[src/rtl/p2r_pkg.sv]
// p2r_pkg: shared types, widths and constants for the polar to rectangular unit
// no dependencies; used by p2r_prep, p2r_cell and polar_to_rect_degrees_unit
package p2r_pkg;

    // field widths
    localparam int unsigned FIELD_W = 16;
    // datapath: q8.8 value scaled by a further 2^14
    localparam int unsigned DATA_W = 32;
    // angle accumulator: degrees times 2^20
    localparam int unsigned ANG_W = 29;
    localparam int unsigned EXTRA_BITS = 14;
    localparam int unsigned MAX_STAGES = 24;
    localparam int unsigned CORDIC_STAGES_DEF = 16;

    // angle units are 1/64 degree
    localparam logic signed [16:0] TURN_UNITS = 17'sd23040;
    localparam logic signed [16:0] TWO_TURN_UNITS = 17'sd46080;
    localparam logic signed [16:0] QUARTER_UNITS = 17'sd5760;
    localparam logic signed [16:0] EIGHTH_UNITS = 17'sd2880;

    // infinite-stage cordic gain 0.6072529350 in q2.30
    localparam logic signed [31:0] GAIN_Q30 = 32'sd652032874;

    // quarter-turn codes
    typedef enum logic [1:0] {
        QUAD_0   = 2'd0,
        QUAD_90  = 2'd1,
        QUAD_180 = 2'd2,
        QUAD_270 = 2'd3
    } t_quad;

    typedef struct packed {
        logic signed [FIELD_W-1:0] magnitude;
        logic signed [FIELD_W-1:0] angle_deg;
    } t_polar_in;

    typedef struct packed {
        logic signed [FIELD_W-1:0] real_part;
        logic signed [FIELD_W-1:0] imag_part;
    } t_rect_out;

    // state carried from cell to cell
    typedef struct packed {
        logic signed [DATA_W-1:0] x;
        logic signed [DATA_W-1:0] y;
        logic signed [ANG_W-1:0]  z;
        t_quad                    quad;
    } t_cell_data;

    // round(atan(2^-i) in degrees times 2^20)
    function automatic logic signed [ANG_W-1:0] atan_entry(input int unsigned idx);
        logic signed [ANG_W-1:0] val;
        unique case (idx)
            0:       val = 29'sd47185920;
            1:       val = 29'sd27855475;
            2:       val = 29'sd14718068;
            3:       val = 29'sd7471121;
            4:       val = 29'sd3750058;
            5:       val = 29'sd1876857;
            6:       val = 29'sd938658;
            7:       val = 29'sd469357;
            8:       val = 29'sd234682;
            9:       val = 29'sd117342;
            10:      val = 29'sd58671;
            11:      val = 29'sd29335;
            12:      val = 29'sd14668;
            13:      val = 29'sd7334;
            14:      val = 29'sd3667;
            15:      val = 29'sd1833;
            16:      val = 29'sd917;
            17:      val = 29'sd458;
            18:      val = 29'sd229;
            19:      val = 29'sd115;
            20:      val = 29'sd57;
            21:      val = 29'sd29;
            22:      val = 29'sd14;
            23:      val = 29'sd7;
            default: val = '0;
        endcase
        return val;
    endfunction

endpackage

[src/rtl/p2r_cell.sv]
// p2r_cell: one cordic rotation step with its own pipeline register
// depends on p2r_pkg
module p2r_cell #(
    parameter int unsigned STAGE = 0
) (
    input  logic                  i_clk,
    input  logic                  i_rst_n,
    input  logic                  i_en,
    input  logic                  i_valid,
    input  p2r_pkg::t_cell_data   i_data,
    output logic                  o_valid,
    output p2r_pkg::t_cell_data   o_data
);

    localparam logic signed [p2r_pkg::ANG_W-1:0] ATAN = p2r_pkg::atan_entry(STAGE);

    logic signed [p2r_pkg::DATA_W-1:0] xs;
    logic signed [p2r_pkg::DATA_W-1:0] ys;

    logic                 r_valid;
    p2r_pkg::t_cell_data  r_data;
    p2r_pkg::t_cell_data  n_data;

    // arithmetic shift gives floor
    assign xs = i_data.x >>> STAGE;
    assign ys = i_data.y >>> STAGE;

    always_comb begin
        n_data.quad = i_data.quad;
        if (i_data.z >= 0) begin
            n_data.x = i_data.x - ys;
            n_data.y = i_data.y + xs;
            n_data.z = i_data.z - ATAN;
        end else begin
            n_data.x = i_data.x + ys;
            n_data.y = i_data.y - xs;
            n_data.z = i_data.z + ATAN;
        end
    end

    always_ff @(posedge i_clk) begin
        if (!i_rst_n) begin
            r_valid <= 1'b0;
        end else if (i_en) begin
            r_valid <= i_valid;
        end
    end

    always_ff @(posedge i_clk) begin
        if (i_en) begin
            r_data <= n_data;
        end
    end

    assign o_valid = r_valid;
    assign o_data  = r_data;

endmodule

[config.mk]
export PLATFORM = sky130hd
export DESIGN_NAME = p2r_cell
export DESIGN_NICKNAME = d
export VERILOG_FILES = /design/src/rtl/p2r_pkg.sv /design/src/rtl/p2r_cell.sv
export SDC_FILE = /design/constraint.sdc
export NUM_CORES = 1
export LEC_CHECK = 0
export BUFFER_PORTS_ARGS = -buffer_cell sky130_fd_sc_hd__buf_2
export CAP_MARGIN = 30
export CELL_PAD_IN_SITES_DETAIL_PLACEMENT = 0
export CELL_PAD_IN_SITES_GLOBAL_PLACEMENT = 1
export CORE_MARGIN = 10
export CORE_UTILIZATION = 42
export CTS_CLUSTER_DIAMETER = 40
export DETAILED_ROUTE_END_ITERATION = 10
export MAX_ROUTING_LAYER = met4
export PLACE_DENSITY = 0.84
export SLEW_MARGIN = 20
export SYNTH_ARGS = -nofsm -noshare
export SYNTH_HDL_FRONTEND = slang
export SYNTH_SLANG_ARGS = --single-unit
[constraint.sdc]
create_clock -name i_clk -period 4.1 [get_ports i_clk]
set_input_delay 0.615 -clock i_clk [delete_from_list [all_inputs] [get_ports i_clk]]
set_output_delay 0.615 -clock i_clk [all_outputs]
set_load 0.05 [all_outputs]
# Yosys cells after proc, flatten, opt, wreduce, memory -nomap -nowiden
# Cells that the tools add are included.
# totals
word_cells	12
regBits	96
input_bits	99
output_inout_bits	96
# classes
n_lt_le_gt_ge	1
n_mux	1
n_addsub	5
# ops
cell	n
two-way mux 93 bit	1
subtractor 32 bit	2
adder 32 bit	1
adder 29 x 27 -> 29 bit, second input constant	1
>= comparator 29 x 1 -> 1 bit, second input constant	1
subtractor 29 x 27 -> 29 bit, second input constant	1

# Longest topological paths before layout
# Gate-level depths: netlist (run 1).
# depth
word_depth	2
ltp_mapped	12
depth_no_buf	12

# Worst setup path after synthesis (run 1)
# No wires, ideal clock.
# synth_path
path_kind	input to register
start	input port i_data[31] (netlist name)
end	register r_data (netlist bit o_data[61]), data pin
t_required_ns	3.842
arrival_time_ns	2.973
path_stages	11
setup_time_ns	0.258
slack_ns	0.869
path_cell_list	ha_1 fa_1 nor2b_1 o311ai_1 a21oi_2 a31oi_2 o21a_1 o31a_1 o32ai_1 a22o_1 xnor2_1
# synth_lines
item	line	rtl
start: declaration	p2r_cell.sv:10	input p2r_pkg::t_cell_data i_data,
end signal: assignment	p2r_cell.sv:51	r_data <= n_data;
end: declaration	p2r_cell.sv:21	p2r_pkg::t_cell_data r_data;

==> metrics.yaml, run 1 <==
status: "complete, no violations"
path_class: "in -> reg"
final_core_util_pct: 49.9
synthTopCellsByArea: "edfxtp_1, ha_1, a21oi_1, xnor2_1, inv_1"
multi_input_area_mm2: 0.00509
remaining_drc_errors: 0
cts_root_buffer: "clkbuf_16"
fin_crit_sh_pct: 83.3
syn_inst: 927
r2r_slack_ns: 3.50
final-instance-count-excl-fill: 1375
cp-end-kind: "register"
synth_async_sr_flop_share_pct: 0
pin_count: 195
yosys.area.top_type: "edfxtp_1"
synth_area_per_cell_um2: 9.21
antenna_found_initial: 0
vias_per_cell: 5.51
ys_ff_latch: 95
tns_ns: 0
cts_buffer_depth: 2
antenna_cells: 0
finalHoldViolations: 0
power_mw: 3.86
synthFlopType: "edfxtp_1"
worstSetupStartpointType: "input pin"
drt_wl_total_um: 26700
grt_usage_pct: 19.9
power_density_mw_per_mm2: 385
clkTransAtPathRegs_ns: 0.07
slew_headroom_pct: 42.7
path_max_fanout: 13
hold_end: "o_data[18]$_DFFE_PP_"
die-area_mm2: 0.0264
pre_cts_ws_ns: 0.375
rows: 52
cts_resized: 0
die_y_um: 163
num_vias: 7572
grt_pass1_vias: 7421
synth-compound-area-share_pct: 23.7
seq_area_mm2: 0.00284
synth-simple-area-share_pct: 10.0
dp_cells: 1359
area_growth_pct: 17.6
critPathRequiredTime_ns: 4.19
worstPathArrival_ns: 3.50
n_fill_cell: 1935
cts-hold-fix-buffers: 0
die_w_um: 163
grt_pass1_wl_um: 41100
hold-path-cell-count: 1
ff2ff_path_depth: 2
fmax_ghz: 0.293
ant_nets: 0
nets: 1313
hp-start: "i_data[18]"
hp-class: "in -> reg"
first_pass_iters: 5
grt_max_degree: 70
synth_fa_ha_area_share_pct: 17.1
grt.overflow.total: 0
power_leakage_nw: 4.59
yosysSeqAreaShare_pct: 33.3
r2r-start: "o_valid$_SDFFE_PN0P_"
maxSlewViolCount: 0
cts_sinks: 95
netlist_area_mm2: 0.00853
layout_common_cells: "buf_2, ha_1, a21oi_1, inv_1, edfxtp_1"
cts_inserted_buffers: 9
synth_edf_count: 94
portBuffers: 194
gp_congestion: 0.930
fin_ws_ns: 0.684
rsz0062_at_grt: "no"
synthDistinctLibCells: 73
worst_pin_slew_ns: 0.860
finalSetupViolations: 0
routedWlPerCell_um: 19.4
clk_latency_ns: 0.35
crit_path_start: "i_data[42]"
yosys.area.top_type_share_pct: 33.1
final_common_cell: "buf_2"
core_mm2: 0.0201
drt_iter0_drc: 566
synth_top_family_by_area: "compound AO/OA/AOI/OAI gates"
htree_levels: 3
start_util_pct: 42.4
cap_violations: 0
mappedNetlistNets: 1140
ys_warn_count: 0
dp_hpwl_um: 21300
post_cts_buffers: 0
rr_endpoint: "o_valid$_SDFFE_PN0P_"
fin_skew_ns: 0
synth.area.mux_share_pct: 1.99
ir_worst_vdd_mv: 0.185
drive_gt1_share_pct: 22.3
fin_crit_ns: 3.42
cts_tree: "yes"
synthXorXnorAreaFrac_pct: 6.88
[cells by family after synthesis]
group | Yosys count
and+or+nand+nor | 178
DFF | 95
buffers and inverters | 146
adders and majority gates | 114
xor gates and xnor gates | 67
muxes | 17
AOI/OAI and AO/OA | 310
[registers in the layout (all words and copies together) (netlist names)]
register  count
o_valid       1
o_data       94
[power by group]
part,switching [mW],internal [mW],leakage [nW],total [mW]
Combinational,1.17,0.479,3.51,1.65
Clock,0.414,0.501,0.152,0.915
Sequential,0.0394,1.26,0.928,1.30
Total,1.62,2.24,4.59,3.86
[synth_stat cells, types with 10 or more instances]
cell type,n
edfxtp_1,94
a21oi_1,103
nor3_1,10
xnor2_1,55
inv_1,100
nor2b_1,10
nand3_1,10
nor2_1,70
mux2i_1,17
clkbuf_1,18
o21a_1,14
o21bai_1,20
o21ai_0,54
a21o_1,21
nand2_1,36
ha_1,110
buf_2,10
xor2_1,12
a31oi_1,10
[per-stage QoR]
step,area [µm²],hold WS (ns)
6_report,10000,0.434
5_1_grt,10000,0.418
4_1_cts,10000,0.424
3_5_place_dp,9720,0.513
3_3_place_gp,9720,0.496
2_1_floorplan,8530,0.714
[final cells by class]
| type | instances | area share, % |
|---|---|---|
| clock buffers | 10 | 2.38 |
| clock inverters | 6 | 0.748 |
| inverters | 103 | 3.90 |
| multi-input cells | 686 | 50.7 |
| flip-flops and latches | 95 | 28.3 |
| well taps | 270 | 3.37 |
| repair buffers | 205 | 10.5 |
[critical path, stage by stage]
cell      delay (ns)
buf_2           0.10
inv_1           0.04
ha_1            0.48
a21oi_1         0.25
o21ai_0         0.23
o21ba_2         0.30
a21oi_1         0.10
a221o_1         0.41
a221o_1         0.36
a221oi_1        0.32
a21oi_1         0.09
xor2_1          0.19
[layer usage]
layer | vias up | routed length, µm | GRT usage [%] | share of wire [%]
met5 | - | 0 | - | 0
met4 | 0 | 589 | 5.74 | 2.2
met3 | 48 | 1890 | 3.56 | 7.1
met2 | 345 | 12500 | 32.1 | 47
met1 | 3531 | 11700 | 25.2 | 44
li1 | 3648 | - | - | -
[worst max-delay path by stage]
stage | to | slack [ns] | cells after the start
finish | o_data[93]$_DFFE_PP_ | 0.68 | 12
global route | o_data[93]$_DFFE_PP_ | 0.58 | 12
CTS | o_data[93]$_DFFE_PP_ | 0.75 | 12
detailed placement | o_data[93]$_DFFE_PP_ | 0.38 | 12
global placement | o_data[93]$_DFFE_PP_ | 0.42 | 12
floorplan | o_data[61]$_DFFE_PP_ | 0.87 | 11
Note: power is estimated with default switching activity, not from simulation.
==> run 2, diff against run 1 <==
clock period = 3.5 ns   (was 4.1 ns; I/O delays follow)
==> metrics.yaml, run 2 (synthesis results as in run 1) <==
met3_length_um: 1720  # -8.7%
fmax_ghz: 0.315
cts_tree: "yes"
post_cts_buffers: 0  # unchanged
ant_nets: 0  # unchanged
stdcell_area_mm2: 0.0104  # +3.4%
path_max_fanout: 5  # -8
grt.overflow.total: 0  # unchanged
drt_wl_total_um: 26800  # +0.28%
fin_crit_sh_pct: 90.6
die-area_mm2: 0.0264  # unchanged
crit_buf_inv: 2  # unchanged
met2_length_um: 12500  # -0.55%
grt_max_degree: 79  # +13%
cpPeakStageDelay_ns: 0.40  # -0.08 ns
worst_pin_slew_ns: 0.929  # +0.0685 ns
finalSetupViolations: 0  # unchanged
worstSetupStartpointType: "input pin"
grt_pass1_wl_um: 41000  # -0.18%
fin_skew_ns: 0  # unchanged
routedWlPerCell_um: 18.9  # -2.8%
path_class: "in -> reg"
cp-end-kind: "register"
ir_worst_vdd_mv: 0.216  # +17%
power_mw: 4.60  # +19%
crit_chain: "buf_2, inv_1, ha_1, fa_1, and2b_1, o21bai_1, a31oi_2, o221ai_1, a211o_1, o21a_1, or3_1, a22o_1, xnor2_1"
remaining_drc_errors: 0  # unchanged
antenna_found_initial: 0  # unchanged
maxSlewViolCount: 0  # unchanged
gp_congestion: 0.927  # -0.31%
power_leakage_nw: 4.81  # +4.7%
grt_pass1_vias: 7617  # +2.6%
drt_iter0_drc: 540  # -4.6%
final_common_cell: "buf_2"
final_core_util_pct: 51.6  # +1.7 points
clkTransAtPathRegs_ns: 0.09  # +0.02 ns
area_growth_pct: 21.6
hold_ws_ns: 0.340  # -0.0941 ns
grt_usage_pct: 19.9  # -0.032 points
place_area_mm2: 0.0101  # +3.5%
rows: 52  # unchanged
num_vias: 7711  # +1.8%
largest_reg_flops: 94  # unchanged
vias_per_cell: 5.43  # -1.3%
worstPathArrival_ns: 3.30  # -0.20 ns
nets: 1357  # +3.4%
dp_cells: 1403  # +3.2%
cts_resized: 0  # unchanged
path_delay_family: "compound AO/OA/AOI/OAI gates"
cp_slowest_cell: "fa_1"
status: "complete, no violations"
wirelength_met1_um: 11900  # +1.8%
first_pass_iters: 8  # +3
cts-hold-fix-buffers: 0  # unchanged
die_w_um: 163  # unchanged
core_mm2: 0.0201  # unchanged
die_y_um: 163  # unchanged
dp_hpwl_um: 21600  # +1.5%
pin_count: 195  # unchanged
cts_sinks: 95  # unchanged
hold-path-cell-count: 1  # unchanged
portBuffers: 194  # unchanged
htree_levels: 3  # unchanged
n_fill_cell: 1902  # -1.7%
rsz0062_at_grt: "no"
power_density_mw_per_mm2: 443  # +15%
ff2ff_path_depth: 2  # unchanged
antenna_cells: 0  # unchanged
finalHoldViolations: 0  # unchanged
cp.depth: 13  # +1
final-instance-count-excl-fill: 1419  # +3.2%
top_layer_used: "met4"
slew_headroom_pct: 38.1  # -4.6 points
drive_gt1_share_pct: 25.2  # +3.0 points
fin_crit_ns: 3.17
cap_violations: 0  # unchanged
cts_inserted_buffers: 9  # unchanged
cts_root_buffer: "clkbuf_16"
clk_latency_ns: 0.35  # about the same
critPathRequiredTime_ns: 3.62  # -0.57 ns
layout_common_cells: "buf_2, ha_1, a21oi_1, inv_1, edfxtp_1"
cts_buffer_depth: 2  # unchanged
hp-class: "in -> reg"
start_util_pct: 42.4  # unchanged
[run 2: layer usage]
layer	vias up	GRT usage, %
met1	3601	24.8
met4	0	6.93
li1	3740	-
met5	-	-
met3	47	2.91
met2	323	32.5
[run 2: power breakdown]
| group | switching, mW | total [mW] | leakage (nW) | internal [mW] |
|---|---|---|---|---|
| Sequential | 0.0467 | 1.52 | 0.928 | 1.47 |
| Combinational | 1.39 | 2.01 | 3.73 | 0.625 |
| Clock | 0.496 | 1.07 | 0.150 | 0.572 |
| Total | 1.93 | 4.60 | 4.81 | 2.67 |
[run 2: worst paths after layout]
check	startpoint	slack (ns)	to
worst min register to register	o_valid$_SDFFE_PN0P_	0.53	o_valid$_SDFFE_PN0P_
worst max-delay path	i_data[31]	0.33	o_data[61]$_DFFE_PP_
worst min-delay path	i_data[18]	0.34	o_data[18]$_DFFE_PP_
worst max register to register	o_valid$_SDFFE_PN0P_	2.91	o_valid$_SDFFE_PN0P_
[run 2: final cells by class]
| type | instances | area (µm²) | area share, % |
|---|---|---|---|
| Clock buffer | 9 | 225 | 2.17 |
| Clock inverter | 7 | 86.3 | 0.832 |
| Inverter | 103 | 392 | 3.78 |
| Multi-Input combinational cell | 686 | 5090 | 49.1 |
| Sequential cell | 95 | 2840 | 27.4 |
| Tap cell | 270 | 338 | 3.26 |
| Timing Repair Buffer | 249 | 1400 | 13.5 |
[run 2: per-stage QoR]
step / TNS (ns) / setup WS, ns
detailed placement: -0.0629 / -0.0352
global route: 0 / 0.112
global placement: 0 / 0.0125
floorplan: 0 / 0.359
CTS: 0 / 0.339
finish: 0 / 0.327
==> run 3, diff against run 2 <==
BUFFER_PORTS_ARGS = -buffer_cell sky130_fd_sc_hd__buf_4   (was -buffer_cell sky130_fd_sc_hd__buf_2)
CORE_UTILIZATION = 35   (was 42)
PLACE_DENSITY = 0.72   (was 0.84)
==> metrics.yaml, run 3 (synthesis results as in run 1) <==
num_vias: 7609  # -1.3%
seq_area_mm2: 0.00284  # unchanged
crit_chain: "buf_4, inv_1, ha_1, fa_1, and2b_1, o21bai_1, a31oi_2, o221ai_1, a211o_1, o21a_1, or3_1, a22o_1, xnor2_1"
drt_iter0_drc: 494  # -8.5%
die_y_um: 176  # +8.4%
power_leakage_nw: 5.00  # +4.1%
rows: 57  # +9.6%
cts_buffer_depth: 2  # unchanged
grt_usage_pct: 17.2  # -2.7 points
cts_inserted_buffers: 9  # unchanged
path_class: "in -> reg"
drive_gt1_share_pct: 25.3  # +0.11 points
slew_headroom_pct: 59.5  # +21 points
power_density_mw_per_mm2: 437  # -1.5%
die_w_um: 176  # +8.4%
dp_hpwl_um: 21900  # +1.5%
remaining_drc_errors: 0  # unchanged
area_growth_pct: 28.5
core_mm2: 0.0242  # +20%
finalSetupViolations: 0  # unchanged
tns_ns: 0  # unchanged
cp_slowest_cell: "fa_1"
swShare_pct: 40.2  # -1.8 points
fin_crit_sh_pct: 92.0  # +1.3 points
path_delay_family: "compound AO/OA/AOI/OAI gates"
p_sw_mw: 1.92  # -0.34%
grt_pass1_vias: 7582  # -0.46%
clk_latency_ns: 0.34  # about the same
nets: 1360  # +0.22%
final_common_cell: "buf_4"
power.share.combinational_pct: 44.5  # +0.8 points
gp_congestion: 0.918  # -1.0%
layout_common_cells: "buf_4, ha_1, a21oi_1, inv_1, edfxtp_1"
cts_tree: "yes"
cpPeakStageDelay_ns: 0.38  # -0.02 ns
clkPwrFrac_pct: 23.5  # +0.3 points
maxSlewViolCount: 0  # unchanged
fin_skew_ns: 0  # unchanged
start_util_pct: 35.3  # -7.1 points
path_max_fanout: 4  # -1
largest_reg_flops: 94  # unchanged
post_cts_buffers: 0  # unchanged
fin_crit_ns: 3.22  # +0.0464 ns
cts_sinks: 95  # unchanged
clkTransAtPathRegs_ns: 0.08  # about the same
drt_wl_total_um: 27100  # +1.3%
pre_cts_ws_ns: -0.0385  # -0.00333 ns
status: "complete, no violations"
routedWlPerCell_um: 18.4  # -2.6%
worstPathArrival_ns: 3.31  # about the same
grt_max_degree: 50  # -37%
cts_resized: 0  # unchanged
hp-class: "in -> reg"
critPathRequiredTime_ns: 3.59  # -0.03 ns
multi_input_area_mm2: 0.00509  # unchanged
cts-hold-fix-buffers: 0  # unchanged
die-area_mm2: 0.0310  # +17%
grt.overflow.total: 0  # unchanged
ant_nets: 0  # unchanged
ir_worst_vdd_mv: 0.274  # +27%
htree_levels: 3  # unchanged
p_int_mw: 2.86  # +7.3%
crit_buf_inv: 2  # unchanged
vias_per_cell: 5.16  # -5.1%
finalHoldViolations: 0  # unchanged
n_fill_cell: 2377  # +25%
fmax_ghz: 0.311  # -1.4%
fin_ws_ns: 0.281  # -0.0464 ns
cts_root_buffer: "clkbuf_16"
worst_pin_slew_ns: 0.608  # -0.321 ns
grt_pass1_wl_um: 41500  # +1.2%
power_frac_seq_pct: 32.0  # -1.0 points
cp-end-kind: "register"
r2r_slack_ns: 2.90  # about the same
antenna_cells: 0  # unchanged
worstSetupStartpointType: "input pin"
portBuffers: 194  # unchanged
first_pass_iters: 5  # -3
antenna_found_initial: 0  # unchanged
pin_count: 195  # unchanged
cap_violations: 0  # unchanged
rsz0062_at_grt: "no"
## run 3: final timing paths
path	startpoint	end	cells past startpoint
max	i_data[31]	o_data[61]$_DFFE_PP_	13
min	i_data[9]	o_data[9]$_DFFE_PP_	1
max reg2reg	o_valid$_SDFFE_PN0P_	o_valid$_SDFFE_PN0P_	2
min reg2reg	o_valid$_SDFFE_PN0P_	o_valid$_SDFFE_PN0P_	2
## run 3: stage by stage
stage	cells	cell area, µm²	utilization (%)	hold slack [ns]	power, mW
finish	1476	11000	45.3	0.343	4.79
global route	1476	11000	45.3	0.332	5.03
CTS	1476	11000	45.3	0.333	4.82
detailed placement	1460	10600	44.0	0.518	3.69
global placement	1460	10600	44.0	0.507	3.68
floorplan	927	8530	-	0.624	2.93
## run 3: final cells by class
class / instances / area share, %
repair buffers: 252 / 17.4
multi-input cells: 686 / 46.4
inverters: 103 / 3.57
well taps: 324 / 3.70
flip-flops and latches: 95 / 25.9
clock inverters: 7 / 0.947
clock buffers: 9 / 2.05
## run 3: power groups by stage
stage          Sequential (mW)  Clock, mW  Combinational, mW
5_1_grt                   1.55       1.20               2.28
3_5_place_dp              1.56          0               2.13
4_1_cts                   1.53       1.15               2.14
3_3_place_gp              1.55          0               2.12
2_1_floorplan             2.13          0              0.805
6_report                  1.53       1.13               2.13
## run 3: metal layers
layer,routed length (µm),GRT usage [%],share of wire (%)
met1,12700,22.6,47
met2,12400,27.3,46
met3,1570,2.26,5.8
met4,489,4.84,1.8
met5,0,-,0
## run 3: worst reg2reg max path, delay by kind of cell, from the launching register on
family | cells | cell delay, ns
DFF | 1 | 0.31
muxes | 1 | 0.12
and+or+nand+nor | 1 | 0.06
