==> config.mk <==
export PLATFORM = sky130hd
export DESIGN_NAME = p2r_prep
export DESIGN_NICKNAME = d
export VERILOG_FILES = /design/src/rtl/p2r_pkg.sv /design/src/rtl/p2r_prep.sv
export SDC_FILE = /design/constraint.sdc
export NUM_CORES = 1
export LEC_CHECK = 0
export ABC_AREA = 1
export ABC_CLOCK_PERIOD_IN_PS = 8500
export BUFFER_PORTS_ARGS = -buffer_cell sky130_fd_sc_hd__buf_2
export CORE_MARGIN = 4
export CORE_UTILIZATION = 49
export CTS_CLUSTER_DIAMETER = 150
export CTS_CLUSTER_SIZE = 16
export DETAILED_ROUTE_END_ITERATION = 8
export PLACE_DENSITY = 0.68
export RECOVER_POWER = 100
export SLEW_MARGIN = 25
export SYNTH_ARGS = -nofsm -noshare
export SYNTH_HDL_FRONTEND = slang
export SYNTH_SLANG_ARGS = --single-unit
export TNS_END_PERCENT = 5
==> constraint.sdc <==
create_clock -name i_clk -period 8.5 [get_ports i_clk]
set_clock_uncertainty 0.1 [all_clocks]
set_input_delay 0.85 -clock i_clk [delete_from_list [all_inputs] [get_ports i_clk]]
set_output_delay 0.85 -clock i_clk [all_outputs]
set_load 0.01 [all_outputs]
==> src/rtl/p2r_pkg.sv <==
// p2r_pkg: shared types, widths and constants for the polar to rectangular unit
// no dependencies; used by p2r_prep, p2r_cell and polar_to_rect_degrees_unit
package p2r_pkg;

    // field widths
    localparam int unsigned FIELD_W = 16;
    // datapath: q8.8 value scaled by a further 2^14
    localparam int unsigned DATA_W = 32;
    // angle accumulator: degrees times 2^20
    localparam int unsigned ANG_W = 29;
    localparam int unsigned EXTRA_BITS = 14;
    localparam int unsigned MAX_STAGES = 24;
    localparam int unsigned CORDIC_STAGES_DEF = 16;

    // angle units are 1/64 degree
    localparam logic signed [16:0] TURN_UNITS = 17'sd23040;
    localparam logic signed [16:0] TWO_TURN_UNITS = 17'sd46080;
    localparam logic signed [16:0] QUARTER_UNITS = 17'sd5760;
    localparam logic signed [16:0] EIGHTH_UNITS = 17'sd2880;

    // infinite-stage cordic gain 0.6072529350 in q2.30
    localparam logic signed [31:0] GAIN_Q30 = 32'sd652032874;

    // quarter-turn codes
    typedef enum logic [1:0] {
        QUAD_0   = 2'd0,
        QUAD_90  = 2'd1,
        QUAD_180 = 2'd2,
        QUAD_270 = 2'd3
    } t_quad;

    typedef struct packed {
        logic signed [FIELD_W-1:0] magnitude;
        logic signed [FIELD_W-1:0] angle_deg;
    } t_polar_in;

    typedef struct packed {
        logic signed [FIELD_W-1:0] real_part;
        logic signed [FIELD_W-1:0] imag_part;
    } t_rect_out;

    // state carried from cell to cell
    typedef struct packed {
        logic signed [DATA_W-1:0] x;
        logic signed [DATA_W-1:0] y;
        logic signed [ANG_W-1:0]  z;
        t_quad                    quad;
    } t_cell_data;

    // round(atan(2^-i) in degrees times 2^20)
    function automatic logic signed [ANG_W-1:0] atan_entry(input int unsigned idx);
        logic signed [ANG_W-1:0] val;
        unique case (idx)
            0:       val = 29'sd47185920;
            1:       val = 29'sd27855475;
            2:       val = 29'sd14718068;
            3:       val = 29'sd7471121;
            4:       val = 29'sd3750058;
            5:       val = 29'sd1876857;
            6:       val = 29'sd938658;
            7:       val = 29'sd469357;
            8:       val = 29'sd234682;
            9:       val = 29'sd117342;
            10:      val = 29'sd58671;
            11:      val = 29'sd29335;
            12:      val = 29'sd14668;
            13:      val = 29'sd7334;
            14:      val = 29'sd3667;
            15:      val = 29'sd1833;
            16:      val = 29'sd917;
            17:      val = 29'sd458;
            18:      val = 29'sd229;
            19:      val = 29'sd115;
            20:      val = 29'sd57;
            21:      val = 29'sd29;
            22:      val = 29'sd14;
            23:      val = 29'sd7;
            default: val = '0;
        endcase
        return val;
    endfunction

endpackage

==> src/rtl/p2r_prep.sv <==
// p2r_prep: front stage; wraps the angle, splits off the quarter turn and
// applies the gain compensation. depends on p2r_pkg
module p2r_prep (
    input  logic                  i_clk,
    input  logic                  i_rst_n,
    input  logic                  i_en,
    input  logic                  i_valid,
    input  p2r_pkg::t_polar_in    i_data,
    output logic                  o_valid,
    output p2r_pkg::t_cell_data   o_data
);

    logic signed [16:0] ang;
    logic signed [16:0] wrapped;
    logic signed [16:0] resid;
    p2r_pkg::t_quad     quad;
    logic signed [47:0] prod;
    logic signed [47:0] prod_rnd;

    logic                 r_valid;
    p2r_pkg::t_cell_data  r_data;
    p2r_pkg::t_cell_data  n_data;

    assign ang = 17'(i_data.angle_deg);

    // reduce into [0, one turn)
    always_comb begin
        priority if (ang < -p2r_pkg::TURN_UNITS) begin
            wrapped = ang + p2r_pkg::TWO_TURN_UNITS;
        end else if (ang < 17'sd0) begin
            wrapped = ang + p2r_pkg::TURN_UNITS;
        end else if (ang >= p2r_pkg::TURN_UNITS) begin
            wrapped = ang - p2r_pkg::TURN_UNITS;
        end else begin
            wrapped = ang;
        end
    end

    // nearest quarter turn, residual within +-45 degrees
    always_comb begin
        priority if (wrapped < p2r_pkg::EIGHTH_UNITS) begin
            quad  = p2r_pkg::QUAD_0;
            resid = wrapped;
        end else if (wrapped < p2r_pkg::QUARTER_UNITS + p2r_pkg::EIGHTH_UNITS) begin
            quad  = p2r_pkg::QUAD_90;
            resid = wrapped - p2r_pkg::QUARTER_UNITS;
        end else if (wrapped < 17'sd2 * p2r_pkg::QUARTER_UNITS + p2r_pkg::EIGHTH_UNITS) begin
            quad  = p2r_pkg::QUAD_180;
            resid = wrapped - 17'sd2 * p2r_pkg::QUARTER_UNITS;
        end else if (wrapped < 17'sd3 * p2r_pkg::QUARTER_UNITS + p2r_pkg::EIGHTH_UNITS) begin
            quad  = p2r_pkg::QUAD_270;
            resid = wrapped - 17'sd3 * p2r_pkg::QUARTER_UNITS;
        end else begin
            quad  = p2r_pkg::QUAD_0;
            resid = wrapped - p2r_pkg::TURN_UNITS;
        end
    end

    // magnitude times gain, rounded into the extended q8.8 scale
    assign prod     = 48'(i_data.magnitude) * 48'(p2r_pkg::GAIN_Q30);
    assign prod_rnd = prod + 48'sd32768;

    always_comb begin
        n_data.x    = prod_rnd[16 +: p2r_pkg::DATA_W];
        n_data.y    = '0;
        n_data.z    = p2r_pkg::ANG_W'(resid) <<< p2r_pkg::EXTRA_BITS;
        n_data.quad = quad;
    end

    always_ff @(posedge i_clk) begin
        if (!i_rst_n) begin
            r_valid <= 1'b0;
        end else if (i_en) begin
            r_valid <= i_valid;
        end
    end

    always_ff @(posedge i_clk) begin
        if (i_en) begin
            r_data <= n_data;
        end
    end

    assign o_valid = r_valid;
    assign o_data  = r_data;

endmodule

# Word level (Yosys, flattened, before mapping)
# Index checks and enable logic that the tools add are counted.
# totals
reg_bits	50
latchBits	0
mem_bits_rw	0
mem_bits_ro	0
inputBits	36
out_inout_bits	96
memories	0
# op_classes
addsub	8
n_mul	1
n_div	0
magnitude_cmp	7
n_eq_ne	0
n_shift	0
n_mux	10
bitwise_logic	0
n_reduce_logical	1
# ops
op	n
$mux 15	4
$mux 17	3
$add 47x17->48 const B	1
$mul 16x30->46 const B	1
$sub 15x15->15 const B	3
$lt 17x15->1 const B	2
$add 16x16->17 const B	1
$add 16x17->17 const B	1
$lt 17x13->1 const B	1
$lt 17x16->1 const B	1
$sub 16x16->17 const B	1
$ge 16x16->1 const B	1
$lt 16x1->1 const B	1
$lt 16x16->1 const B	1
$sub 15x14->15 const B	1
$mux 2	2
$reduce_or 2->1	1
$mux 1	1

# Longest topological paths before layout
# Gate-level depths: netlist of run 1.
# logic_depth
word_depth	9
depth_mapped	32

# Least setup slack after synthesis of run 1
# OpenSTA, ideal clock, no wires.
# synth_path
kind	input to register
start	input port i_data[29] (netlist bit)
end	register r_data, in the netlist o_data[93], data pin
setup_ns	0.253
arrival_ns	6.206
required_ns	8.147
slack_ns	1.942
path_stages	24
n_path_buf	0
path_cell_list	fa_1 > fa_1 > inv_1 > fa_1 > inv_1 > fa_1 > fa_1 > inv_1 > fa_1 > inv_1 > ha_1 > nand2_1 > inv_1 > a21oi_1 > nand2_1 > a21oi_1 > nand2_1 > xor2_1 > nor2_1 > nand3_1 > nor2_1 > nand3_1 > nand2_1 > nand2_1
# synth_via
elab_chain_cells	2
# synth_lines
element	line_no	source
start, declared	p2r_prep.sv:8	input p2r_pkg::t_polar_in i_data,
$mul 16x30->46	p2r_prep.sv:60	assign prod = 48'(i_data.magnitude) * 48'(p2r_pkg::GAIN_Q30);
$add 47x17->48	p2r_prep.sv:61	assign prod_rnd = prod + 48'sd32768;
net prod_rnd[46]	p2r_prep.sv:18	logic signed [47:0] prod_rnd;
end signal, assigned	p2r_prep.sv:80	r_data <= n_data;
end, declared	p2r_prep.sv:21	p2r_pkg::t_cell_data r_data;
# The timed path passes the listed nets, and every way through them passes these cells.
# A chain may end at the register's enable or synchronous reset.

# Worst setup path after layout of run 1
# layout_path
start	input port i_data[29] (netlist bit)
end	register r_data, in the netlist o_data[83], data pin
# The elaborated chain is that of the path after synthesis.

==> reports/metrics.cfg, run 1 <==
[run_status]
status=finished, violations left
violations=capacitance limit, slew limit

[timing]
fmax_mhz=129.4
post-route-period-util_pct=90.94
tightest_slew_ps=2579
maxSlewViolCount=52
rsz0062_at_grt=false
relSlewSlack_pct=-71.93
fin_crit_ps=7730
hold_viol=0
setup_tns_ps=0
finalSetupViolations=0

[flow_run]
maxCapViolations=1

[clock_network]
h-tree-depth=2
clk_path_buf_depth=2
cts_setup_buffers=0
cts_resized=0
ctsHoldBuffers=0
clockRootBuffer=clkbuf_16
clkSinkCount=50
clk_pin_slew_ps=60
cts_tree=yes
insertion_delay_ps=290
numCtsBuffers=5

[placed_design]
hpwlAfterDp_um=34400
io_buffers=85
place_area_sq_um=14130
gp_congestion=1.044

[routing]
dr.pass1.iters=7
drtIter0Drc=886
wl_per_cell_um=17.69
wl_met3_um=2349
route.detailed.drc=0
drt_wl_total_um=38280
met1_length_um=16720
avgViaCountPerCell=5.168
vias=11184
antenna_left=0
wl_met2_um=17390
topRoutingLayerUsed=met4

[logic_synthesis]
synthMuxAreaShare_pct=0
syn_avg_cell_area_sq_um=7.769
synth-seq-cells=50
synth_edf_count=49
synthAdderAreaFrac_pct=43.00
synthDistinctLibCells=46
synth_xor_area_share_pct=3.845
async_flop_share_pct=0
synth_top_family_by_area=adder cells
yosys_warnings=0
synth_compound_area_share_pct=6.390
synthFlopType=edfxtp_1
synth_cells=1734
synthSimpleGateAreaFrac_pct=20.70
synth_area_sq_um=13470
ys_seq_area_share_pct=11.07

[die]
start_util_pct=49.85
rows=60
die_width_um=173.8
die_h_um=173.8
io_pins=132
fp.dieArea_sq_um=30210
core_sq_um=27030

[grt]
gr-total-overflow=0
antenna_found_initial=0
grt_max_degree=52
grt_pass1_wl_um=59910
grt_usage_pct=25.13
grt_pass1_vias=11037

[cells_and_area]
area_delta_synth_final_pct=5.062
finalInstanceArea_sq_um=14150
nNetsFinal=2216
fin_util_pct=52.37
n_antenna_cell=0
drive_above_1_share_pct=4.827

[critical_path]
reg2reg_depth=2
r2r_setup_slack_ps=7670
cp.depth=26
path_max_fanout=11
cp_top_family=adder cells
critPathMaxStageDelay_ps=690
cp_data_arrival_time_ps=7670
critPathKind=in -> reg
r2r-start=o_valid
r2r_end=o_valid
start_kind=input pin
end_kind=register
path_buf_inv=7
cp_slowest_cell=fa_1
cp-endpoint=o_data[83]
crit_required_ps=8440
crit_start=i_data[29]

[hold_path]
min_path_type=reg -> reg
hp-start=o_valid

cells in the mapped netlist (2+ instances only):
master / n / area share, %
a21boi_0: 2 / 0.11
a21o_1: 9 / 0.50
a21oi_1: 60 / 2.2
a22oi_1: 3 / 0.17
a31oi_1: 6 / 0.28
buf_4: 49 / 2.7
clkinv_1: 2 / 0.056
edfxtp_1: 49 / 11
fa_1: 175 / 26
ha_1: 183 / 17
inv_1: 423 / 12
inv_2: 10 / 0.28
nand2_1: 310 / 8.6
nand2_2: 15 / 0.70
nand2_4: 6 / 0.50
nand3_1: 78 / 2.9
nand3_2: 3 / 0.22
nand3b_1: 8 / 0.45
nand4_1: 26 / 1.2
nor2_1: 143 / 4.0
nor2_2: 16 / 0.74
nor2_4: 5 / 0.42
nor3_1: 7 / 0.26
nor3_2: 3 / 0.22
nor4_1: 3 / 0.14
o211ai_1: 3 / 0.17
o21a_1: 3 / 0.17
o21ai_0: 54 / 2.0
o21ai_1: 3 / 0.11
o21ai_2: 3 / 0.20
o21bai_1: 6 / 0.33
or2_2: 3 / 0.14
xnor2_1: 9 / 0.59
xor2_1: 39 / 2.5
xor2_2: 6 / 0.72
cell type report:
type | count | area (sq um)
Multi-Input combinational cell | 1242 | 10070
Tap cell | 341 | 426.7
Fill cell | 2690 | 12870
Inverter | 437 | 1644
Clock inverter | 2 | 37.54
Timing Repair Buffer | 86 | 354.1
Sequential cell | 50 | 1491
Clock buffer | 6 | 128.9
worst reg2reg max path, cell delays in order, from the launching register on:
cell	delay, ps
dfxtp_1	310
o21ai_0	150
a21oi_1	70
logic make-up (layout without fill, tap and decap cells):
| kind of cell | Yosys count | in the layout |
|---|---|---|
| AO/OA/AOI/OAI | 154 | 154 |
| XOR/XNOR | 54 | 54 |
| adder cells (fa/ha/maj) | 358 | 358 |
| buffers and inverters | 487 | 531 |
| flip-flops | 50 | 50 |
| other | 1 | 46 |
| AND/OR/NAND/NOR | 630 | 630 |
flip-flops by register name, summed over array words and instances (netlist names):
name and cells:
o_valid 1, o_data 49
worst min-delay path by stage:
stage,endpoint,cells after the start
after global placement,o_valid,2
after global routing,o_valid,2
after CTS,o_valid,2
after detailed placement,o_valid,2
after floorplan,o_valid,2
final,o_valid,2
cell usage in the layout (no fill, tap or decap), types with 4 or more instances in the layout:
cell type / instances
nor2_4: 4
nor2_1: 152
clkbuf_16: 5
edfxtp_1: 49
buf_2: 25
nand2_1: 313
nor3_1: 9
nand2_4: 5
xor2_2: 5
a31oi_1: 6
ha_1: 183
a21o_1: 9
nand3_1: 79
nand4_1: 26
o21bai_1: 6
xnor2_1: 9
inv_2: 9
a21oi_1: 60
o21ai_0: 54
nand3b_1: 8
nor2_2: 8
conb_1: 46
xor2_1: 40
inv_1: 423
fa_1: 175
nand2_2: 13
clkbuf_1: 62
metrics by stage:
stage | instances | hold WS (ps) | setup slack, ps
after CTS | 2164 | 443.8 | 1080
after global routing | 2164 | 532.9 | 376.1
after global placement | 2156 | 420.2 | 775.5
final | 2164 | 441.7 | 770.0
after floorplan | 1779 | 455.3 | 1942
after detailed placement | 2156 | 429.5 | 772.0
metal layers:
metal	global-route usage [%]	vias to the layer above
li1	-	5405
met1	34.20	5239
met2	41.09	457
met3	2.857	83
met4	10.26	0
met5	0	-
Power of run 1 is left out: the tool's default activity adds up to more than one toggle a clock period on the data nets, which glitch-free logic cannot reach.
==> inputs of run 2 (changes only) <==
--- a/config.mk
+++ b/config.mk
@@ -6,7 +6,7 @@
 export NUM_CORES = 1
 export LEC_CHECK = 0
 export ABC_AREA = 1
-export ABC_CLOCK_PERIOD_IN_PS = 8500
+export ABC_CLOCK_PERIOD_IN_PS = 8210
 export BUFFER_PORTS_ARGS = -buffer_cell sky130_fd_sc_hd__buf_2
 export CORE_MARGIN = 4
 export CORE_UTILIZATION = 49
==> constraint.sdc (replaced) <==
create_clock -name i_clk -period 8.21 [get_ports i_clk]
set_clock_uncertainty 0.1 [all_clocks]
set_input_delay 0.821 -clock i_clk [delete_from_list [all_inputs] [get_ports i_clk]]
set_output_delay 0.821 -clock i_clk [all_outputs]
set_load 0.01 [all_outputs]
==> run 2 against run 1 <==
The flow still finishes with violations (capacitance limit, slew limit). Critical path depth unchanged. Hold slack improved by 12 ps. Critical endpoint unchanged. First-iteration DRC count increased by 15%. Critical path type unchanged. Worst setup slack got worse by 140 ps.
==> reports/metrics.cfg, run 2 (synthesis gave the netlist of run 1 again) <==
[run_status]
status=finished, violations left
violations=capacitance limit, slew limit

[cells_and_area]
finalInstanceArea_sq_um=14130  ; -0.16%
ff_latch_area_sq_um=1491  ; unchanged
largest_reg_flops=49  ; unchanged
final_cell_mix=inv_1, nand2_1, ha_1
layoutNonFillerInstCount=2163  ; -0.046%
nFillCells=2697  ; +0.26%
fin_util_pct=52.29  ; -0.083 points
multiInputGateArea_sq_um=10070  ; unchanged
n_antenna_cell=0  ; unchanged
area_delta_synth_final_pct=4.895
final_common_cell=inv_1
drive_above_1_share_pct=5.049  ; +0.22 points
nNetsFinal=2216  ; unchanged

[die]
die_h_um=173.8  ; unchanged
core_sq_um=27030  ; unchanged
start_util_pct=49.85  ; unchanged
rows=60  ; unchanged
die_width_um=173.8  ; unchanged
fp.dieArea_sq_um=30210  ; unchanged
io_pins=132  ; unchanged

[routing]
route.detailed.drc=0  ; unchanged
drtIter0Drc=1021  ; +15%
wl_per_cell_um=17.81  ; +0.67%
vias=11124  ; -0.54%
drt_wl_total_um=38520  ; +0.63%
dr.pass1.iters=6  ; -1
antenna_left=0  ; unchanged
avgViaCountPerCell=5.143  ; -0.49%

[critical_path]
critPathMaxStageDelay_ps=610  ; -80 ps
start_kind=input pin
critPathKind=in -> reg
cp_data_arrival_time_ps=7510  ; -160 ps
path_max_fanout=8  ; -3
end_kind=register
path_buf_inv=7  ; unchanged
cp_top_family=adder cells
crit_required_ps=8140  ; -300 ps
cp_slowest_cell=nor4_1

[clock_network]
ctsHoldBuffers=0  ; unchanged
h-tree-depth=2  ; unchanged
insertion_delay_ps=290  ; about the same
cts_tree=yes
clockRootBuffer=clkbuf_16
cts_setup_buffers=0  ; unchanged
clkSinkCount=50  ; unchanged
numCtsBuffers=5  ; unchanged
clk_path_buf_depth=2  ; unchanged
cts_resized=0  ; unchanged
clk_pin_slew_ps=60  ; about the same

[grt]
grt_max_degree=52  ; unchanged
antenna_found_initial=0  ; unchanged
grt_pass1_vias=11258  ; +2.0%
grt_pass1_wl_um=61000  ; +1.8%
grt_usage_pct=25.41  ; +0.27 points
gr-total-overflow=0  ; unchanged

[timing]
setup_tns_ps=0  ; unchanged
maxSlewViolCount=52  ; unchanged
post-route-period-util_pct=92.27
hold_viol=0  ; unchanged
tightest_slew_ps=2611  ; +31.64 ps
fmax_mhz=132.0
finalSetupViolations=0  ; unchanged
fin_crit_ps=7576
rsz0062_at_grt=false
relSlewSlack_pct=-74.04  ; -2.1 points

[placed_design]
io_buffers=85  ; unchanged
place_area_sq_um=14130  ; unchanged
gp_congestion=1.042  ; -0.19%
hpwlAfterDp_um=34580  ; +0.53%
dp_cells=2156  ; unchanged

[flow_run]
maxCapViolations=1  ; unchanged

[hold_path]
min_path_type=reg -> reg

[run 2: cell count changes in the layout (fill, tap and decap cells not counted)]
cell,before,now
clkbuf_1,62,58
clkinvlp_4,1,2
clkinv_1,3,2
bufinv_16,1,0
buf_2,25,28
inv_2,9,10
[run 2: final timing paths]
kind              start         end  slack, ps  depth (start not counted)
max reg2reg     o_valid     o_valid       7370                          2
max          i_data[21]  o_data[83]        630                         26
min             o_valid     o_valid        450                          2
min reg2reg     o_valid     o_valid        450                          2
[run 2: worst reg2reg max path, delay by kind of cell (launching register included)]
family / cells / cell delay, ps
compound gates: 2 / 230
flops: 1 / 310
[run 2: area by class of cell]
cell class | instances | area share (%)
clock inverter | 2 | 0.1063
sequential | 50 | 10.55
tap | 341 | 3.019
multi-input combinational | 1242 | 71.27
timing repair buffer | 86 | 2.532
clock buffer | 5 | 0.8854
inverter | 437 | 11.63
[run 2: routing by layer]
| layer | routed length (um) | up-vias | GRT usage (%) |
|---|---|---|---|
| met5 | 0 | - | 0 |
| met2 | 17610 | 428 | 41.53 |
| met1 | 16820 | 5205 | 34.90 |
| li1 | - | 5409 | - |
| met4 | 1768 | 0 | 10.16 |
| met3 | 2326 | 82 | 2.530 |
[run 2: per-stage QoR]
step | hold WS, ps | setup slack [ps]
final | 453.9 | 634.3
after CTS | 456.5 | 811.5
after global placement | 420.2 | 514.9
after global routing | 518.5 | 276.1
after detailed placement | 440.6 | 511.6
after floorplan | 455.3 | 1681
Power of run 2 is left out for the same reason.
==> inputs of run 3 (changes only) <==
--- a/config.mk
+++ b/config.mk
@@ -7,13 +7,13 @@
 export LEC_CHECK = 0
 export ABC_AREA = 1
 export ABC_CLOCK_PERIOD_IN_PS = 8210
-export BUFFER_PORTS_ARGS = -buffer_cell sky130_fd_sc_hd__buf_2
+export CAP_MARGIN = 10
 export CORE_MARGIN = 4
-export CORE_UTILIZATION = 49
+export CORE_UTILIZATION = 45
 export CTS_CLUSTER_DIAMETER = 150
 export CTS_CLUSTER_SIZE = 16
 export DETAILED_ROUTE_END_ITERATION = 8
-export PLACE_DENSITY = 0.68
+export DONT_BUFFER_PORTS = 1
 export RECOVER_POWER = 100
 export SLEW_MARGIN = 25
 export SYNTH_ARGS = -nofsm -noshare
==> run 3 against run 2 <==
Highest routed layer unchanged. Count of clock-buffer cells in the layout up 1. The flow now finishes without violations. Non-clock buffer count down 86. Critical path depth unchanged. Critical path type unchanged.
==> reports/metrics.cfg, run 3 (synthesis gave the netlist of run 1 again) <==
[clock_network]
insertion_delay_ps=290  ; about the same
clockRootBuffer=clkbuf_16
clk_path_buf_depth=2  ; unchanged
clkSinkCount=50  ; unchanged
cts_setup_buffers=0  ; unchanged
h-tree-depth=2  ; unchanged
ctsHoldBuffers=0  ; unchanged
cts_tree=yes
clk_pin_slew_ps=60  ; about the same
numCtsBuffers=5  ; unchanged
cts_resized=0  ; unchanged

[grt]
antenna_found_initial=0  ; unchanged
grt_pass1_vias=10992  ; -2.4%
grt_pass1_wl_um=60890  ; -0.18%
grt_usage_pct=23.42  ; -2.0 points
grt_max_degree=52  ; unchanged
gr-total-overflow=0  ; unchanged

[routing]
avgViaCountPerCell=5.057  ; -1.7%
dr.pass1.iters=6  ; unchanged
antenna_left=0  ; unchanged
route.detailed.drc=0  ; unchanged
vias=10757  ; -3.3%
drt_wl_total_um=38210  ; -0.81%
drtIter0Drc=832  ; -19%
wl_per_cell_um=17.96  ; +0.87%

[critical_path]
cp_slowest_cell=fa_1
end_kind=register
cp_data_arrival_time_ps=7220  ; -290 ps
start_kind=input pin
path_max_fanout=11  ; +3
critPathKind=in -> reg
crit_start=i_data[29]
r2r_end=o_valid
reg2reg_depth=2  ; unchanged
crit_required_ps=8160  ; +20 ps
critPathMaxStageDelay_ps=620  ; about the same
cp-endpoint=o_data[93]
r2r-start=o_valid
r2r_setup_slack_ps=7400  ; +30 ps

[timing]
setup_tns_ps=0  ; unchanged
fin_crit_ps=7273  ; -302.8 ps
tightest_slew_ps=720.3  ; -1890 ps
maxSlewViolCount=0  ; -100%
fmax_mhz=137.5  ; +4.2%
post-route-period-util_pct=88.59  ; -3.7 points
rsz0062_at_grt=false
hold_viol=0  ; unchanged
relSlewSlack_pct=51.54  ; +130 points
finalSetupViolations=0  ; unchanged

[cells_and_area]
nNetsFinal=2130  ; -3.9%
largest_reg_flops=49  ; unchanged
drive_above_1_share_pct=3.454  ; -1.6 points
n_antenna_cell=0  ; unchanged
area_delta_synth_final_pct=2.629
final_cell_mix=inv_1, nand2_1, ha_1
final_common_cell=inv_1
layoutNonFillerInstCount=2127  ; -1.7%

[die]
rows=63  ; +5.0%
core_sq_um=29560  ; +9.4%
io_pins=132  ; unchanged
fp.dieArea_sq_um=32770  ; +8.5%
die_width_um=181.0  ; +4.2%
start_util_pct=45.57  ; -4.3 points
die_h_um=181.0  ; +4.2%

[placed_design]
hpwlAfterDp_um=34490  ; -0.28%
gp_congestion=0.9790  ; -6.0%
io_buffers=0  ; -100%
dp_cells=2119  ; -1.7%

[flow_run]
maxCapViolations=0  ; -1

[run_status]
status=complete, no violations

[hold_path]
min_path_type=reg -> reg

[run 3: cell count changes in the layout (fill, tap and decap cells not counted), sizes merged]
| cell | before | now |
|---|---|---|
| buf | 28 | 0 |
| clkinv | 2 | 3 |
| inv | 434 | 433 |
| clkbuf | 63 | 6 |
[run 3: critical path: cells and delay by family]
family / cells / cell delay (ps)
AND/OR/NAND/NOR: 12 / 2190
XOR/XNOR: 1 / 140
adder cells (fa/ha/maj): 7 / 3640
buffers and inverters: 6 / 430
[run 3: final cells by class]
type                            count  area [sq um]
Sequential cell                    50          1491
Tap cell                          390         488.0
Clock buffer                        6         128.9
Fill cell                        3015         15730
Inverter                          437          1644
Clock inverter                      2         15.01
Multi-Input combinational cell   1242         10060
[run 3: how the worst min path moves through the flow]
| stage | start | endpoint | slack, ps | cells after the start |
|---|---|---|---|---|
| finish | o_valid | o_valid | 520 | 2 |
| global route | i_data[2] | o_data[18] | 510 | 0 |
| CTS | i_data[0] | o_data[16] | 520 | 0 |
| detailed placement | o_valid | o_valid | 520 | 2 |
| global placement | o_valid | o_valid | 480 | 2 |
| floorplan | o_valid | o_valid | 460 | 2 |
[run 3: per-layer routing]
layer	vias up	share of wire (%)	wire length, um	track usage (%)
met2	349	46	17680	38.94
met5	-	0	0	0
li1	5253	-	-	-
met3	64	4.1	1571	1.933
met4	0	3.2	1235	6.635
met1	5091	46	17720	32.99
[run 3: through the flow]
stage	hold WS, ps	area [sq um]	utilization [%]	setup WS, ps
after floorplan	455.3	13640	-	1681
after global placement	479.0	13760	46.54	736.4
after detailed placement	520.0	13760	46.54	678.9
after CTS	520.7	13900	47.03	972.8
after global routing	508.2	13830	46.77	646.6
final	524.0	13830	46.77	937.0
Power of run 3 is left out for the same reason.
